## config.mk

```make
export PLATFORM = sky130hd
export DESIGN_NAME = lc3ie_control
export DESIGN_NICKNAME = d
export VERILOG_FILES = /design/src/hdl/lc3ie_pkg.sv /design/src/hdl/lc3ie_control.sv
export SDC_FILE = /design/constraint.sdc
export NUM_CORES = 1
export LEC_CHECK = 0
export BUFFER_PORTS_ARGS = -buffer_cell sky130_fd_sc_hd__buf_2
export CAP_MARGIN = 10
export CORE_UTILIZATION = 40
export DETAILED_ROUTE_END_ITERATION = 12
export PLACE_DENSITY = 0.66
export SYNTH_ARGS = -nofsm -noshare
export SYNTH_HDL_FRONTEND = slang
export SYNTH_SLANG_ARGS = --single-unit
export TNS_END_PERCENT = 50
```

## constraint.sdc

```tcl
create_clock -name clock -period 1.95 [get_ports clock]
set_input_delay 0.4875 -clock clock [delete_from_list [all_inputs] [get_ports clock]]
set_output_delay 0.4875 -clock clock [all_outputs]
set_load 0.02 [all_outputs]
```

## src/hdl/lc3ie_pkg.sv

```systemverilog
// Package for the LC-3 execute unit: opcodes, trap vectors, status codes and
// the command/status structs between controller and datapath. No dependencies.
package lc3ie_pkg;

   localparam logic [3:0] OP_BR  = 4'h0;
   localparam logic [3:0] OP_ADD = 4'h1;
   localparam logic [3:0] OP_LD  = 4'h2;
   localparam logic [3:0] OP_ST  = 4'h3;
   localparam logic [3:0] OP_JSR = 4'h4;
   localparam logic [3:0] OP_AND = 4'h5;
   localparam logic [3:0] OP_LDR = 4'h6;
   localparam logic [3:0] OP_STR = 4'h7;
   localparam logic [3:0] OP_NOT = 4'h9;
   localparam logic [3:0] OP_LDI = 4'hA;
   localparam logic [3:0] OP_STI = 4'hB;
   localparam logic [3:0] OP_JMP = 4'hC;
   localparam logic [3:0] OP_LEA = 4'hE;
   localparam logic [3:0] OP_TRAP = 4'hF;

   localparam logic [7:0] TRAP_GETC = 8'h20;
   localparam logic [7:0] TRAP_OUT  = 8'h21;
   localparam logic [7:0] TRAP_IN   = 8'h23;
   localparam logic [7:0] TRAP_HALT = 8'h25;

   localparam logic [7:0] PROMPT_CHAR = 8'h3E;

   localparam logic [1:0] ST_DONE    = 2'd0;
   localparam logic [1:0] ST_HALTED  = 2'd1;
   localparam logic [1:0] ST_UNSUPP  = 2'd2;
   localparam logic [1:0] ST_WASHALT = 2'd3;

   localparam logic [2:0] CC_NEG  = 3'b100;
   localparam logic [2:0] CC_ZERO = 3'b010;
   localparam logic [2:0] CC_POS  = 3'b001;

   // Memory address source.
   typedef enum logic [1:0] {
      MA_PC   = 2'd0,
      MA_EA   = 2'd1,
      MA_MDR  = 2'd2,
      MA_LOAD = 2'd3
   } maddr_sel_type;

   // Commands from controller to datapath.
   typedef struct packed {
      logic          load_word;   // capture request payload
      logic          mem_rd;
      logic          mem_wr;
      maddr_sel_type maddr_sel;
      logic          mwdata_reg;  // store data from register file
      logic          load_ir;     // fetch data into IR, bump PC
      logic          load_mdr;    // read data into MDR
      logic          execute;     // apply ALU/branch/trap result
      logic          wb_mdr;      // write read data to DR and set CC
      logic          set_halt;
      logic          load_rsp;
      logic          warm_pc;     // load start_pc after reset
   } dp_cmd_type;

   // Status from datapath to controller.
   typedef struct packed {
      logic       is_load;
      logic       halted;
      logic [3:0] opcode;
   } dp_stat_type;

endpackage

```

## src/hdl/lc3ie_control.sv

```systemverilog
// Controller of the LC-3 execute unit: sequences fetch, memory reads,
// execute, writeback and the output handshake. Depends on lc3ie_pkg.
module lc3ie_control (
   input  logic                  clock,
   input  logic                  reset,
   input  logic                  req_valid,
   output logic                  req_stall,
   output logic                  rsp_valid,
   input  logic                  rsp_stall,
   output lc3ie_pkg::dp_cmd_type cmd,
   input  lc3ie_pkg::dp_stat_type stat
);

   typedef enum logic [8:0] {
      S_WARM  = 9'b000000001,
      S_IDLE  = 9'b000000010,
      S_DISP  = 9'b000000100,
      S_FETCH = 9'b000001000,
      S_DEC   = 9'b000010000,
      S_IND   = 9'b000100000,
      S_MEM   = 9'b001000000,
      S_WB    = 9'b010000000,
      S_RESP  = 9'b100000000
   } state_type;

   state_type state_ff, state_in;
   logic      out_valid_ff, out_valid_in;
   logic      is_ldi, is_sti, is_ld, is_st;

   assign is_ldi = stat.opcode == lc3ie_pkg::OP_LDI;
   assign is_sti = stat.opcode == lc3ie_pkg::OP_STI;
   assign is_ld  = stat.opcode == lc3ie_pkg::OP_LD || stat.opcode == lc3ie_pkg::OP_LDR;
   assign is_st  = stat.opcode == lc3ie_pkg::OP_ST || stat.opcode == lc3ie_pkg::OP_STR;

   assign req_stall = (state_ff != S_IDLE);
   assign rsp_valid = out_valid_ff;

   always_comb begin
      state_in = state_ff;
      out_valid_in = out_valid_ff && rsp_stall;
      cmd = '0;
      cmd.maddr_sel = lc3ie_pkg::MA_PC;
      unique case (state_ff)
         S_WARM: begin
            cmd.warm_pc = 1'b1;
            state_in = S_IDLE;
         end
         S_IDLE:
            if (req_valid) begin
               cmd.load_word = 1'b1;
               state_in = S_DISP;
            end
         // Route the word: memory write, halted step or fetch.
         S_DISP: begin
            if (stat.is_load) begin
               cmd.mem_wr = 1'b1;
               cmd.maddr_sel = lc3ie_pkg::MA_LOAD;
               state_in = S_RESP;
            end else if (stat.halted) begin
               cmd.set_halt = 1'b1;
               state_in = S_RESP;
            end else begin
               cmd.mem_rd = 1'b1;
               state_in = S_FETCH;
            end
         end
         S_FETCH: begin
            cmd.load_ir = 1'b1;
            state_in = S_DEC;
         end
         // Issue the first data access, or execute directly.
         S_DEC: begin
            cmd.maddr_sel = lc3ie_pkg::MA_EA;
            if (is_ld || is_ldi || is_sti) begin
               cmd.mem_rd = 1'b1;
               state_in = (is_ld) ? S_WB : S_IND;
            end else if (is_st) begin
               cmd.mem_wr = 1'b1;
               cmd.mwdata_reg = 1'b1;
               state_in = S_RESP;
            end else begin
               cmd.execute = 1'b1;
               state_in = S_RESP;
            end
         end
         S_IND: begin
            cmd.load_mdr = 1'b1;
            state_in = S_MEM;
         end
         // Second access through the pointer.
         S_MEM: begin
            cmd.maddr_sel = lc3ie_pkg::MA_MDR;
            if (is_sti) begin
               cmd.mem_wr = 1'b1;
               cmd.mwdata_reg = 1'b1;
               state_in = S_RESP;
            end else begin
               cmd.mem_rd = 1'b1;
               state_in = S_WB;
            end
         end
         S_WB: begin
            cmd.wb_mdr = 1'b1;
            state_in = S_RESP;
         end
         // Wait for the output register to be free.
         S_RESP:
            if (!out_valid_ff || !rsp_stall) begin
               cmd.load_rsp = 1'b1;
               out_valid_in = 1'b1;
               state_in = S_IDLE;
            end
         default: state_in = S_IDLE;
      endcase
   end

   always_ff @(posedge clock) begin
      if (reset) begin
         state_ff <= S_WARM;
         out_valid_ff <= 1'b0;
      end else begin
         state_ff <= state_in;
         out_valid_ff <= out_valid_in;
      end
   end

endmodule

```

Yosys cells after proc, flatten, opt, wreduce, memory -nomap -nowiden. Cells that the tools add are included.

Input port bits: 10. Output and inout port bits: 15. Logic and storage cells: 63. Register bits: 10.

Multiplexer cells: 34. Reductions and logical operators: 9. Eq/ne operators: 18.

Operator list (count): 9-bit case mux with 8 select lines (1); 9-bit two-way mux (6); 1-bit two-way mux (23); 4-bit case mux with 3 select lines (1); 9-bit by 1-bit == test with 1-bit output (second input constant) (1); 9-bit by 2-bit == test with 1-bit output (second input constant) (1); 9-bit by 3-bit == test with 1-bit output (second input constant) (1); 9-bit by 4-bit == test with 1-bit output (second input constant) (1); 9-bit by 5-bit == test with 1-bit output (second input constant) (1); 9-bit by 6-bit == test with 1-bit output (second input constant) (1); 9-bit by 7-bit == test with 1-bit output (second input constant) (1); 9-bit by 8-bit == test with 1-bit output (second input constant) (1); 9-bit == test (second input constant) (1); 9-bit by 2-bit inequality test with 1-bit output (second input constant) (1); 4-bit by 2-bit == test with 1-bit output (second input constant) (2); 4-bit by 3-bit == test with 1-bit output (second input constant) (2); 4-bit == test (second input constant) (2); 8-bit two-way mux (1); 1-bit logical OR (5); 2-bit inequality test (second input constant) (2); 3-bit two-way mux (1); 1-bit zero test (2); 1-bit case mux with 2 select lines (1); 2-bit AND reduction (1); 1-bit logical AND (1).

Logic depth before layout (Yosys ltp).
Depth after elaboration: 6. Depth in mapped cells: 5. Gate-level depth less buffers: 4.

Least setup slack after synthesis. No wires, ideal clock.

Kind: register -> output. Start: register state_ff[6]. End: output port cmd[10] (netlist name). Cell stages (with the launch flop): 6. Slack: -0.080 ns. Data required time: 1.462 ns. Data arrival time: 1.542 ns. Cell sequence: dfxtp_1 -> buf_2 -> nor3b_1 -> nand2_1 -> o21a_1 -> o21ai_0.

RTL lines: from (decl) (RTL line lc3ie_control.sv:26) `state_type state_ff, state_in;`; from (signal assigned) (RTL line lc3ie_control.sv:122) `state_ff <= state_in;`; to (decl) (RTL line lc3ie_control.sv:10) `output lc3ie_pkg::dp_cmd_type cmd,`.

==> metrics.txt <==
die height 45.2 um; Sink Count 10; failing checks setup timing; Combinational Power Share 0.186; largest clock skew in the final design 0.00292 ns; data arrival time at the worst-slack endpoint 1.79 ns; area grow syn2layout 62.4%; dominant combinational cell family by area after synthesis simple AND/OR/NAND/NOR gates; fraction of power spent switching nets 0.272; total setup violations reported at the end of the flow 14; largest vdd supply drop 303 uV; wirelength, routed 2240 um; Cells after Synth 98; wire per inst 13.5 um; Max FO, Critical Path 2; global-route wire length before repair 3660 um; Die Footprint 0.00204 mm2; count of nets after finishing 152; share of synthesized cell area in and, or, nand and nor gates 0.515; power per cell area 412 mW/mm2; post-synthesis adder-cell area fraction 0; Core Footprint 0.00175 mm2; root cell of the clock tree clkbuf_4; number of enable-type register cells in the synthesized netlist 0; Crit. Startpoint state_ff[3]$_SDFFE_PP0P_; mean area per synthesized cell 7.61 um2; pre-CTS WS -0.0267 ns; Power Internal 0.363 mW; RSZ-0062 raised after global routing yes; final setup slack of the worst path -0.329 ns; Max-slew headroom 0.689; Detail Placement HPWL 1560 um; type of element launching the critical path flip-flop; Synth Warn # 0; number of buffers inserted during clock tree synthesis 3; number of nets produced by synthesis 108; CTS tree yes; reg-to-reg setup timing slack 0.13 ns; Layout Cells excl Fill 166; Iter 0 DRT Violations 22; Via density 5.50; Final GP Congestion 0.841; io pins 25; multiplexer fraction of the synthesized cell area 0; xor and xnor fraction of the mapped netlist area 0.0352; Flop pwr share 0.416; number of H-tree levels 1; Fin Setup TNS -2.56 ns; P_leak 0.560 nW; portion of total power attributed to the clock network 0.399; Tightest Hold Check Type primary input to flip-flop; Clock Pin Slew Worst Setup and Hold Paths 0.07 ns; placed cells 153; power spent charging and discharging nets 0.135 mW; antenna diode count 0; CP required 1.46 ns; DRC violation count after routing 0; compound-cell area share of the yosys netlist 0.133; antenna violations before repair 0; biggest area contributors in the synthesized netlist dfxtp_1 27%, nor2_1 7.6%, nand2_1 5.5%, nand4b_1 4.7%, and3b_1 3.5%; latest clock arrival within the worst-skew pair 0.28 ns; most numerous cell in the Yosys netlist nor2_1; share of async-settable or async-resettable flops after synthesis 0; hold violation count in the final report 0; Worst Path Class, Setup flip-flop to primary output; reg-to-reg critical path endpoint state_ff[4]$_SDFFE_PP0P_; Buffers on Ports 24; maximum clock rate 439 MHz; largest net degree at the start of global routing 11; floorplan row count 15; Final Slew Violations 0; Max clock buf depth 2; overall overflow remaining after global route 0; Worst Max-Slew Pin Slew 0.466 ns; post-synthesis instance area 746 um2; endpoint class of the critical path primary output; crit path time final 2.28 ns; library cells used by synthesis 39; TritonRoute pass-1 iters 4; maximum capacitance violations 0; vias in the first global route 834; share of the yosys chip area belonging to registers 0.268; proportion of layout cells with a drive suffix above 1 0.511; synthesized flop and latch total 10; share of Yosys cell area claimed by the top area cell type 0.268; Yosys top cell by area dfxtp_1; total via count after detailed routing 913; number of antenna-violating nets in the routed design 0; post-route clock period utilization 1.17; width of the die 45.2 um; depth of the worst register-to-register path 6; initial core utilization 0.427; Synth Flop Type dfxtp_1; startpoint of the worst register-to-register path state_ff[3]$_SDFFE_PP0P_; most instantiated cells after synthesis 15 x nor2_1, 11 x nand2_1, 10 x dfxtp_1; Overall Global Routing Usage 0.248; run status finished, violations left; crit path to cmd[11]
-- layout by cell type, fill, tap and decap left out, types with 4 or more instances in the layout --
cell type | synthesis | routed
nand2_1 | 11 | 8
buf_4 | 0 | 26
buf_2 | 4 | 11
o21ai_0 | 5 | 4
nor2_1 | 15 | 15
buf_6 | 0 | 9
nand4b_1 | 4 | 4
dfxtp_1 | 10 | 6
-- state kept, by name, summed over array words and instances (netlist names) --
signal     count
rsp_valid      1
state_ff       9
-- layer usage --
| layer | global-route usage | wire [um] | vias to the layer above |
|---|---|---|---|
| met5 | 0 | 0 | - |
| met4 | 0.103 | 34 | 0 |
| met3 | 0.0400 | 109 | 6 |
| met2 | 0.426 | 1140 | 32 |
| met1 | 0.305 | 961 | 430 |
| li1 | - | - | 445 |
-- worst min-delay path by stage --
stage	startpoint	to	slack, ns	cells past startpoint
3_3_place_gp	rsp_valid$_SDFF_PP0_	rsp_valid$_SDFF_PP0_	0.47	2
5_1_grt	reset	state_ff[0]$_SDFFE_PP1P_	0.43	1
6_report	reset	state_ff[0]$_SDFFE_PP1P_	0.43	1
3_5_place_dp	rsp_valid$_SDFF_PP0_	rsp_valid$_SDFF_PP0_	0.48	2
4_1_cts	reset	state_ff[0]$_SDFFE_PP1P_	0.43	1
2_1_floorplan	rsp_valid$_SDFF_PP0_	rsp_valid$_SDFF_PP0_	0.55	2
-- repair_timing --
item                       4_1_cts  5_1_grt
buffers inserted                 9        1
setup endpoints to repair       14       15
resized for setup               35        8
pin swaps                       14       10
hold buffers                     0        0
-- final cells by class --
cell class	count	area, um2
multi-input cells	80	578
fillers	132	534
repair buffers	46	352
flip-flops and latches	10	210
clock buffers	4	36.3
well taps	25	31.3
inverters	1	3.75
-- power groups by stage --
stage                     registers (mW)  clock network, mW  logic, mW
after floorplan                    0.216                  0     0.0417
after global placement             0.214                  0     0.0731
after detailed placement           0.215                  0     0.0748
after CTS                          0.210              0.197     0.0899
after global routing               0.207              0.208      0.100
final                              0.207              0.199     0.0925
-- metrics by stage --
step | hold WS, ns | utilization | area [um2] | total power [mW]
2_1_floorplan | 0.555 | - | 746 | 0.258
3_3_place_gp | 0.474 | 0.551 | 962 | 0.287
3_5_place_dp | 0.480 | 0.551 | 962 | 0.289
4_1_cts | 0.432 | 0.675 | 1180 | 0.496
5_1_grt | 0.429 | 0.694 | 1210 | 0.515
6_report | 0.428 | 0.694 | 1210 | 0.498
-- kinds of logic (layout without fill, tap and decap cells) --
group,after synthesis,after routing
AO/OA/AOI/OAI,14,14
XOR/XNOR,3,3
buffers and inverters,8,51
flip-flops,10,10
AND/OR/NAND/NOR,63,63
-- critical path, cell delays in order, from the launching register on --
cell and delay, ns:
dfxtp_2 0.32, or4_4 0.55, buf_4 0.16, a211o_1 0.24
nand4_1 0.09, buf_4 0.14
No activity file was read; power rests on OpenSTA's default activity.
